--- config.mk ---
export PLATFORM = sky130hd
export DESIGN_NAME = jrw_divide
export DESIGN_NICKNAME = d
export VERILOG_FILES = /design/src/sv/jrw_pkg.sv /design/src/sv/jrw_divide.sv
export SDC_FILE = /design/constraint.sdc
export NUM_CORES = 1
export LEC_CHECK = 0
export BUFFER_PORTS_ARGS = -buffer_cell sky130_fd_sc_hd__buf_4
export CAP_MARGIN = 10
export CORE_MARGIN = 4
export CORE_UTILIZATION = 55
export CTS_CLUSTER_SIZE = 40
export DETAILED_ROUTE_END_ITERATION = 16
export PLACE_DENSITY = 0.78
export SLEW_MARGIN = 20
export SYNTH_ARGS = -nofsm -noshare
export SYNTH_HDL_FRONTEND = slang
export SYNTH_SLANG_ARGS = --single-unit
--- constraint.sdc ---
create_clock -name clk -period 12.6 [get_ports clk]
set_input_delay 0 -clock clk [delete_from_list [all_inputs] [get_ports clk]]
set_output_delay 0 -clock clk [all_outputs]
set_load 0.02 [all_outputs]
--- src/sv/jrw_pkg.sv ---
// Shared types, constants and weight table for the joint range window filter.
// No dependencies; used by every module of the block except the line store.
package jrw_pkg;

  localparam int LANES        = 3;
  localparam int SAMPLE_W     = 16;
  localparam int ROW_W        = 12;
  localparam int HEIGHT_W     = 13;
  localparam int HEIGHT_LIMIT = 4096;
  localparam int QUO_W        = 17;
  localparam int DIFF_W       = 18;
  localparam int DECAY_W      = 24;
  localparam int EXP_W        = DIFF_W + DECAY_W;
  localparam int WT_W         = 17;
  localparam int PROD_W       = 34;
  localparam int CFG_AW       = 5;
  localparam int WORD_W       = 2 * LANES * SAMPLE_W;
  localparam logic [WT_W-1:0] ONE_Q16 = 17'h10000;
  localparam logic [QUO_W-1:0] MAG_LIMIT = 17'd32768;

  localparam logic [10:0] RESET_WIDTH  = 11'd640;
  localparam logic [12:0] RESET_HEIGHT = 13'd480;
  localparam logic [1:0]  RESET_RADIUS = 2'd1;
  localparam logic [1:0]  RESET_CHAN   = 2'd1;
  localparam logic [23:0] RESET_DECAY  = 24'd94548;

  typedef enum logic [2:0] {
    REG_FRAME_WIDTH,
    REG_FRAME_HEIGHT,
    REG_WINDOW_RADIUS,
    REG_GUIDE_CHANNELS,
    REG_SIGNAL_CHANNELS,
    REG_DECAY_RATE
  } reg_index_t;

  typedef struct packed {
    logic valid;
    logic centre;
    logic use_tap;
    logic last;
  } tap_t;

  localparam logic [WT_W-1:0] FRAC_ROM [64] = '{
    17'd65536, 17'd64830, 17'd64132, 17'd63441, 17'd62757, 17'd62081, 17'd61413, 17'd60751,
    17'd60097, 17'd59449, 17'd58809, 17'd58176, 17'd57549, 17'd56929, 17'd56316, 17'd55709,
    17'd55109, 17'd54515, 17'd53928, 17'd53347, 17'd52773, 17'd52204, 17'd51642, 17'd51085,
    17'd50535, 17'd49991, 17'd49452, 17'd48920, 17'd48393, 17'd47871, 17'd47356, 17'd46846,
    17'd46341, 17'd45842, 17'd45348, 17'd44859, 17'd44376, 17'd43898, 17'd43425, 17'd42958,
    17'd42495, 17'd42037, 17'd41584, 17'd41136, 17'd40693, 17'd40255, 17'd39821, 17'd39392,
    17'd38968, 17'd38548, 17'd38133, 17'd37722, 17'd37316, 17'd36914, 17'd36516, 17'd36123,
    17'd35734, 17'd35349, 17'd34968, 17'd34591, 17'd34219, 17'd33850, 17'd33486, 17'd33125
  };

endpackage

--- src/sv/jrw_divide.sv ---
// Rounding divider: three restoring lanes sharing one shifted weight-sum divisor.
// Depends on jrw_pkg for lane count and quotient width.
module jrw_divide #(
  parameter int ACC_W  = 39,
  parameter int WSUM_W = 23
) (
  input  logic                    clk,
  input  logic                    rst,
  input  logic                    start,
  input  logic signed [ACC_W-1:0] acc [jrw_pkg::LANES],
  input  logic [WSUM_W-1:0]       wsum,
  input  logic [1:0]              sc,
  output logic                    done,
  output logic [15:0]             result [jrw_pkg::LANES]
);

  localparam int RW = (ACC_W + 1 > WSUM_W + jrw_pkg::QUO_W) ? ACC_W + 1
                                                            : WSUM_W + jrw_pkg::QUO_W;
  localparam int CNT_W = $clog2(jrw_pkg::QUO_W);

  logic                      busy;
  logic [CNT_W-1:0]          cnt;
  logic [RW-1:0]             dsh;
  logic                      neg [jrw_pkg::LANES];
  logic [RW-1:0]             rem [jrw_pkg::LANES];
  logic [jrw_pkg::QUO_W-1:0] quo [jrw_pkg::LANES];
  logic [ACC_W-1:0]          mag [jrw_pkg::LANES];
  logic [jrw_pkg::QUO_W-1:0] qc  [jrw_pkg::LANES];

  always_comb begin
    for (int i = 0; i < jrw_pkg::LANES; i++) begin
      mag[i] = acc[i][ACC_W-1] ? ACC_W'(-acc[i]) : ACC_W'(acc[i]);
      qc[i]  = (quo[i] > jrw_pkg::MAG_LIMIT) ? jrw_pkg::MAG_LIMIT : quo[i];
      if (i >= 32'(sc))  result[i] = '0;
      else if (neg[i])   result[i] = 16'(-qc[i]);
      else if (qc[i] > jrw_pkg::QUO_W'(32767)) result[i] = 16'h7fff;
      else               result[i] = qc[i][15:0];
    end
  end

  always_ff @(posedge clk) begin
    if (rst) begin
      busy <= 1'b0;
      done <= 1'b0;
    end else begin
      done <= 1'b0;
      if (start) begin
        busy <= 1'b1;
        cnt  <= '0;
        dsh  <= RW'(wsum) << jrw_pkg::QUO_W;
        for (int i = 0; i < jrw_pkg::LANES; i++) begin
          neg[i] <= acc[i][ACC_W-1];
          rem[i] <= (RW'(mag[i]) << 1) + RW'(wsum);
          quo[i] <= '0;
        end
      end else if (busy) begin
        dsh <= dsh >> 1;
        cnt <= cnt + CNT_W'(1);
        for (int i = 0; i < jrw_pkg::LANES; i++) begin
          if (rem[i] >= dsh) begin
            rem[i] <= rem[i] - dsh;
            quo[i] <= {quo[i][jrw_pkg::QUO_W-2:0], 1'b1};
          end else begin
            quo[i] <= {quo[i][jrw_pkg::QUO_W-2:0], 1'b0};
          end
        end
        if (cnt == CNT_W'(jrw_pkg::QUO_W - 1)) begin
          busy <= 1'b0;
          done <= 1'b1;
        end
      end
    end
  end

endmodule

**After elaboration in Yosys (flattened, before gate mapping)**

Memory sizes are Yosys's and may differ from the RTL's.
Cells that the tools add are included.
Widths: inputs -> output; s select.

- Register bits after elaboration: 47
- Input port bits: 145
- Memories kept: 3
- Output and inout bits: 49
- Memory bits (writable): 174

- Order comparisons: 12
- Bitwise gates (word level): 11
- $add $sub $neg: 13
- Reduce and logical (&&, ||, !) cells: 3
- Equality and inequality tests: 1
- Muxes and demuxes: 64

Memory list:

| name | depth | bits a word | rd ports | clocked after memory_dff | wr ports | line | RTL |
|---|---|---|---|---|---|---|---|
| rem | 3 | 40 | 3 | 0 | 3 | jrw_divide.sv:25 | `logic [RW-1:0] rem [jrw_pkg::LANES];` |
| quo | 3 | 17 | 3 | 0 | 3 | jrw_divide.sv:26 | `logic [jrw_pkg::QUO_W-1:0] quo [jrw_pkg::LANES];` |
| neg | 3 | 1 | 3 | 0 | 3 | jrw_divide.sv:24 | `logic neg [jrw_pkg::LANES];` |

Operators with widths:

| cell | number |
|---|---|
| $mux 40 | 5 |
| $mux 17 | 9 |
| $mux 16 | 9 |
| $add 40x23->40 | 3 |
| $ge 40x40->1 | 3 |
| $sub 40x40->40 | 3 |
| $mux 39 | 3 |
| $neg 39->39 | 3 |
| $gt 17x15->1 const B | 3 |
| $gt 17x16->1 const B | 3 |
| $neg 16->16 | 3 |
| $mux 1 | 37 |
| $or 1x1->1 | 9 |
| $add 5x1->5 const B | 1 |
| $eq 5x5->1 const B | 1 |
| $mux 5 | 1 |
| $ge 1x2->1 const A | 2 |
| $reduce_or 3->1 | 1 |
| $ge 2x2->1 const A | 1 |
| $not 1->1 | 2 |
| $reduce_and 2->1 | 1 |
| $reduce_bool 2->1 | 1 |

**Longest topological paths before layout**

Gate-level depths: netlist of run 1.

- Word-level depth: 8
- Gate-level depth with buffers: 18
- Gate-level depth less buffers: 18

**Least setup slack after synthesis of run 1**

Ideal clock, no wire load.

- Kind: input to register
- Start: in acc[116] (netlist bit)
- End: mem rem[0][29] (netlist bit), data pin
- Data arrival time: 3.874 ns
- Stages: 15
- Path slack: 8.466 ns
- Buffers on the path: 3
- Library setup time: 0.260 ns
- Data required time: 12.340 ns
- Path through: clkbuf_1 buf_1 buf_1 o21ai_0 fa_1 a211oi_1 o21a_1 o31ai_1 nor4_1 o311ai_0 o41ai_1 nand2b_1 nor2_1 xnor2_1 mux2_2

RTL lines:

| item | line | RTL |
|---|---|---|
| start, declared | jrw_divide.sv:10 | `input logic signed [ACC_W-1:0] acc [jrw_pkg::LANES],` |
| end, declared | jrw_divide.sv:25 |  |

==> results of run 1 <==
==> where the power goes <==
group | internal (mW) | switching (mW)
combinational | 0.526 | 0.789
sequential | 0.910 | 0.0359
clock | 0.451 | 0.316
==> area by class of cell <==
| class | count | area, µm² | share of cell area |
|---|---|---|---|
| multi-input cells | 2460 | 16500 | 0.612 |
| flip-flops and latches | 221 | 6610 | 0.245 |
| repair buffers | 236 | 1860 | 0.0692 |
| well taps | 585 | 732 | 0.0272 |
| clock buffers | 32 | 694 | 0.0258 |
| inverters | 107 | 402 | 0.0149 |
| clock inverters | 16 | 154 | 0.00571 |
| diodes | 4 | 10.0 | 0.000372 |
==> worst min-delay path: cells and delay by family <==
kind | cells | cell delay (ps)
buf+inv | 1 | 90
xor+xnor | 1 | 90
compound gates | 1 | 80
simple gates | 2 | 190
==> metal layers <==
metal,share of wire,routed length [µm],vias to the layer above,global-route usage
li1,-,-,11100,-
met2,0.46,33800,1023,0.500
met5,0.00030,22,-,0
met3,0.087,6420,193,0.0359
met1,0.41,30300,10800,0.395
met4,0.046,3440,4,0.127
==> registers in the layout, indices dropped and copies added (netlist names) <==
name	count
busy	1
dsh	40
rem	120
cnt	5
done	1
quo	51
neg	3
==> cells by family after synthesis <==
family,synth area share
DFF,0.277
muxes,0.00759
xor gates and xnor gates,0.116
and+or+nand+nor,0.209
adders and majority gates,0.108
buffers and inverters,0.0348
AOI/OAI and AO/OA,0.248
==> worst paths after layout <==
check | start | end | depth (start not counted)
setup reg to reg | dsh[0] | rem[0][116] | 12
hold / removal | acc[76] | rem[0][78] | 5
setup / recovery | acc[0] | rem[0][115] | 19
hold reg to reg | quo[2][0] | quo[2][0] | 2
==> per-stage QoR <==
step / util / power [mW] / std cells / instance area, µm² / setup slack [ps]
after detailed placement: 0.599 / 2.23 / 3577 / 25800 / 7530
after global placement: 0.599 / 2.20 / 3577 / 25800 / 7680
after CTS: 0.626 / 3.01 / 3657 / 26900 / 7540
after global routing: 0.626 / 3.20 / 3657 / 26900 / 7210
after floorplan: - / 1.88 / 2898 / 23900 / 8470
final: 0.627 / 3.03 / 3661 / 26900 / 7560
==> layout by cell type (no fill, tap or decap), types with 10 or more instances in the layout <==
cell type      instances
dlygate4sd3_1         32
nand2_1              297
o211ai_1              19
a221oi_1              16
o21ai_0              252
a31o_2                11
xor2_1               118
xnor2_1              198
inv_1                106
nand2b_1              49
o21a_1                24
o31ai_1               51
a21boi_0              14
a31oi_1               25
nand4_1               44
ha_1                 197
or2_2                 15
o41ai_1               28
a311oi_1              10
buf_4                203
a211o_1               11
a211oi_1              31
clkbuf_16             27
o22ai_1               10
a21oi_1              239
and3_1                65
nand3_1               60
a21o_1                92
nor2b_1               25
nor3_1                67
mux2i_1               11
nor4_1                24
or3_1                 39
nor2_1               220
or4_1                 15
and2_1                17
o21bai_1              23
edfxtp_1             218
==> results.sh, run 1 <==
export IMPL_outcome="finished, final reports clean"
export IMPL_crit_fanout=6
export IMPL_dieArea_um2=46800
export IMPL_period_minus_slack_ps=5040
export IMPL_cts_resized=0
export IMPL_dr_total_vias=23200
export IMPL_dp_hpwl_um=57400
export IMPL_setup_viol=0
export IMPL_grt_pass1_vias=22000
export IMPL_first_iter_violations=2416
export IMPL_rsz0062_at_grt="false"
export IMPL_path_class="in -> reg"
export IMPL_post_cts_setup_buffer_count=0
export IMPL_start_util=0.556
export IMPL_grt_usage=0.300
export IMPL_cts_buffers_inserted=27
export IMPL_critPathTopFamily="simple AND/OR/NAND/NOR gates"
export IMPL_synth_most_common_cell="nand2_1"
export IMPL_clockBufferDepth=3
export IMPL_slew_headroom=0.231
export IMPL_drc=0
export IMPL_synthTopCellsByArea="edfxtp_1 (27%), ha_1 (10%), xnor2_1 (7.3%), o21ai_0 (5.3%), a21oi_1 (5.0%)"
export IMPL_synth_cells=2898
export IMPL_synth_top_flop_cell="edfxtp_1"
export IMPL_routedWlPerCell_um=20.2
export IMPL_worstSkewPairLatency_ps=560
export IMPL_required_ps=12890
export IMPL_n_fill_cell=3804
export IMPL_end_kind="register"
export IMPL_routabilityCongestion=1.02
export IMPL_chipWidth_um=216
export IMPL_irDropWorstVdd_v=0.000102
export IMPL_drive_gt1_frac=0.0983
export IMPL_slew_viol_final=0
export IMPL_cts_htree_levels=1
export IMPL_fin_crit_sh=0.400
export IMPL_timing_hold_ws_ps=13.0
export IMPL_synth_top_cell_by_area="edfxtp_1"
export IMPL_startpoint_type="primary input"
export IMPL_clock_sinks=221
export IMPL_async_flop_share=0
export IMPL_tns_ps=0
export IMPL_cts_tree="done"
export IMPL_arrival_ps=5330
export IMPL_powerDensity_nw_per_um2=112
export IMPL_clk_pin_slew_worst_paths_ps=60
export IMPL_mappedNetlistArea_um2=23900
export IMPL_tightestPinTransition_ps=1140
export IMPL_grt_max_degree=180
export IMPL_worstPathCellList="dlygate4sd3_1 -> buf_4 -> inv_1 -> ha_1 -> or4b_1 -> nor3_1 -> nand2_1 -> o31ai_1 -> xnor2_1 -> ha_1 -> nand2_1 -> or3_1 -> nor3_1 -> o21ai_0 -> a2111oi_4 -> and2_4 -> nand2_2 -> xnor2_1 -> mux2_4"
export IMPL_cp_num_buf_inv=3
export IMPL_layout_nets=3401
export IMPL_finalHoldViolations=0
export IMPL_ys_types=90
export IMPL_drtAntennaViolNets=0
export IMPL_ioPinCount=194
export IMPL_die_h_um=216
export IMPL_leakage_nw=10.9
export IMPL_antenna_found_initial=3
export IMPL_cp_slowest_cell="nor3_1"
export IMPL_firstDrtPassIters=5
export IMPL_synth_top_area_frac=0.274
export IMPL_synth_nets=3246
export IMPL_finClkSkew_ps=13.9
export IMPL_hold_class="in -> reg"
export IMPL_core_region_area_um2=43000
export IMPL_vias_per_cell=6.34
export IMPL_grt_pass1_wl_um=114000
export IMPL_avgSynthCellArea_um2=8.24
export IMPL_r2r_setup_slack_ps=7940
export IMPL_hold_buffers=32
export IMPL_synth_seq_area_share=0.277
export IMPL_synth_edff_count=218
export IMPL_synthTopCellsByCount="nand2_1 (297), o21ai_0 (252), a21oi_1 (239)"
export IMPL_cpPeakStageDelay_ps=780
export IMPL_ys_seq_elements=221
export IMPL_routed_wirelength_um=74000
export IMPL_grt_overflow=0
export IMPL_yosysWarnings=0
export IMPL_cts_root_buffer="clkbuf_16"
export IMPL_port_buffers=193
export IMPL_max_freq_mhz=198
export IMPL_maxCapViolCount=0
export IMPL_syn2layout_area_growth_pct=12.7
export IMPL_placementRows=76
No activity file was read; power rests on OpenSTA's default activity.
==> inputs of run 2 (changes only) <==
==> constraint.sdc (replaced) <==
create_clock -name clk -period 4.9 [get_ports clk]
set_input_delay 0 -clock clk [delete_from_list [all_inputs] [get_ports clk]]
set_output_delay 0 -clock clk [all_outputs]
set_load 0.02 [all_outputs]
==> results.sh, run 2 (same netlist as run 1, synthesis figures left out) <==
export IMPL_outcome="finished, final reports clean"
export IMPL_top_register="rem"
export IMPL_firstDrtPassIters=8
export IMPL_pwr_share_clk=0.253
export IMPL_hold_class="in -> reg"
export IMPL_cts_tree="done"
export IMPL_combPwrFrac=0.438
export IMPL_dp_hpwl_um=59300
export IMPL_placementRows=76
export IMPL_leakage_nw=11.1
export IMPL_post_route_cell_area_um2=27200
export IMPL_end_kind="primary output"
export IMPL_largest_reg_flops=120
export IMPL_period_minus_slack_ps=4470
export IMPL_dr_total_vias=23600
export IMPL_finalCoreUtilization=0.634
export IMPL_endpoint="result[14]"
export IMPL_dieArea_um2=46800
export IMPL_drc=0
export IMPL_totalPowerFinal_mw=7.85
export IMPL_clk_pin_slew_worst_paths_ps=60
export IMPL_cts_root_buffer="clkbuf_16"
export IMPL_grt_pass1_wl_um=119000
export IMPL_finalHoldViolations=0
export IMPL_ioPinCount=194
export IMPL_drive_gt1_frac=0.109
export IMPL_tns_ps=0
export IMPL_place_area_um2=26000
export IMPL_start_util=0.556
export IMPL_arrival_ps=4470
export IMPL_irDropWorstVdd_v=0.000252
export IMPL_grt_pass1_vias=22600
export IMPL_powerDensity_nw_per_um2=288
export IMPL_grt_overflow=0
export IMPL_finClkSkew_ps=22.0
export IMPL_n_fill_cell=3766
export IMPL_crit_fanout=11
export IMPL_grt_usage=0.311
export IMPL_drtAntennaViolNets=0
export IMPL_cts_resized=0
export IMPL_fin_crit_sh=0.911
export IMPL_setup_viol=0
export IMPL_final_common_cell="nand2_1"
export IMPL_worstSkewPairLatency_ps=560
export IMPL_layout_nets=3435
export IMPL_startpoint_type="register"
export IMPL_r2r_start="dsh[0]"
export IMPL_chipWidth_um=216
export IMPL_reg_top3="rem: 120 flops, quo: 51 flops, dsh: 40 flops"
export IMPL_core_region_area_um2=43000
export IMPL_clockBufferDepth=3
export IMPL_antenna_found_initial=3
export IMPL_p_seq_frac=0.309
export IMPL_worstSetupStartpoint="quo[2][8]"
export IMPL_required_ps=4900
export IMPL_worst_r2r_cell_count=13
export IMPL_maxCapViolCount=0
export IMPL_cts_htree_levels=1
export IMPL_tightestPinTransition_ps=895
export IMPL_port_buffers=193
export IMPL_routed_wirelength_um=75700
export IMPL_p_int_mw=4.88
export IMPL_final_cell_mix="nand2_1 (297), o21ai_0 (252), a21oi_1 (239), buf_4 (234), nor2_1 (220)"
export IMPL_r2r_end="rem[0][38]"
export IMPL_r2r_setup_slack_ps=700
export IMPL_routabilityCongestion=1.02
export IMPL_clock_sinks=221
export IMPL_vias_per_cell=6.39
export IMPL_first_iter_violations=2643
export IMPL_slew_viol_final=0
export IMPL_rsz0062_at_grt="false"
export IMPL_slew_headroom=0.401
export IMPL_cts_buffers_inserted=26
export IMPL_max_freq_mhz=224
export IMPL_syn2layout_area_growth_pct=14.0
export IMPL_swShare=0.379
export IMPL_die_h_um=216
export IMPL_path_class="reg -> out"
export IMPL_grt_max_degree=71
export IMPL_power_switching_mw=2.98
export IMPL_timing_hold_ws_ps=7.79
export IMPL_routedWlPerCell_um=20.5
==> run 2: area by class of cell <==
cell class                      instances  area (µm²)  share of cell area
Antenna cell                            3        7.51            0.000276
Clock buffer                           29         683              0.0251
Clock inverter                         19         176             0.00648
Inverter                              107         402              0.0147
Multi-Input combinational cell       2460       16500               0.605
Sequential cell                       221        6610               0.243
Tap cell                              585         732              0.0269
Timing Repair Buffer                  271        2160              0.0792
==> run 2: power by group through the flow <==
stage	sequential (mW)	clock [mW]	combinational, mW
after floorplan	2.43	0	2.41
after global placement	2.46	0	3.25
after detailed placement	2.47	0	3.31
after CTS	2.43	2.01	3.36
after global routing	2.44	2.09	3.78
final	2.43	1.98	3.44
==> run 2: per-stage QoR <==
| stage | std cells | setup WS, ps |
|---|---|---|
| 2_1_floorplan | 2898 | 766 |
| 3_3_place_gp | 3610 | 343 |
| 3_5_place_dp | 3610 | 322 |
| 4_1_cts | 3692 | 470 |
| 5_1_grt | 3692 | 87.1 |
| 6_report | 3695 | 435 |
==> run 2: layer usage <==
layer  track usage  vias to the layer above  wire length (µm)
li1              -                    11200                 -
met1         0.408                    11200             31400
met2         0.527                     1037             35300
met3        0.0374                      192              5820
met4         0.119                        2              3180
met5             0                        -                11
==> run 2: worst min-delay path by stage <==
stage | cells past startpoint | end | start
after global routing | 4 | rem[0][110] | acc[29]
final | 4 | rem[0][110] | acc[29]
after detailed placement | 2 | busy | rst
after global placement | 2 | busy | rst
after floorplan | 1 | busy | rst
after CTS | 5 | rem[0][26] | acc[103]
==> run 2: repair_timing <==
item,in CTS,in global routing
endpoints found under the hold margin,42,0
setup buffers,0,0
hold buffers,34,0
==> run 2: worst max-delay path, cell delays in order, from the launching register on <==
cell      delay [ps]
edfxtp_1         480
or3_1            460
nand4b_1         300
or3_1            430
a21oi_1          590
nand2_1          230
ha_1             290
o21ai_0          170
nor2_1           240
a31oi_1          210
a21oi_1           50
a311oi_1         280
buf_4            190
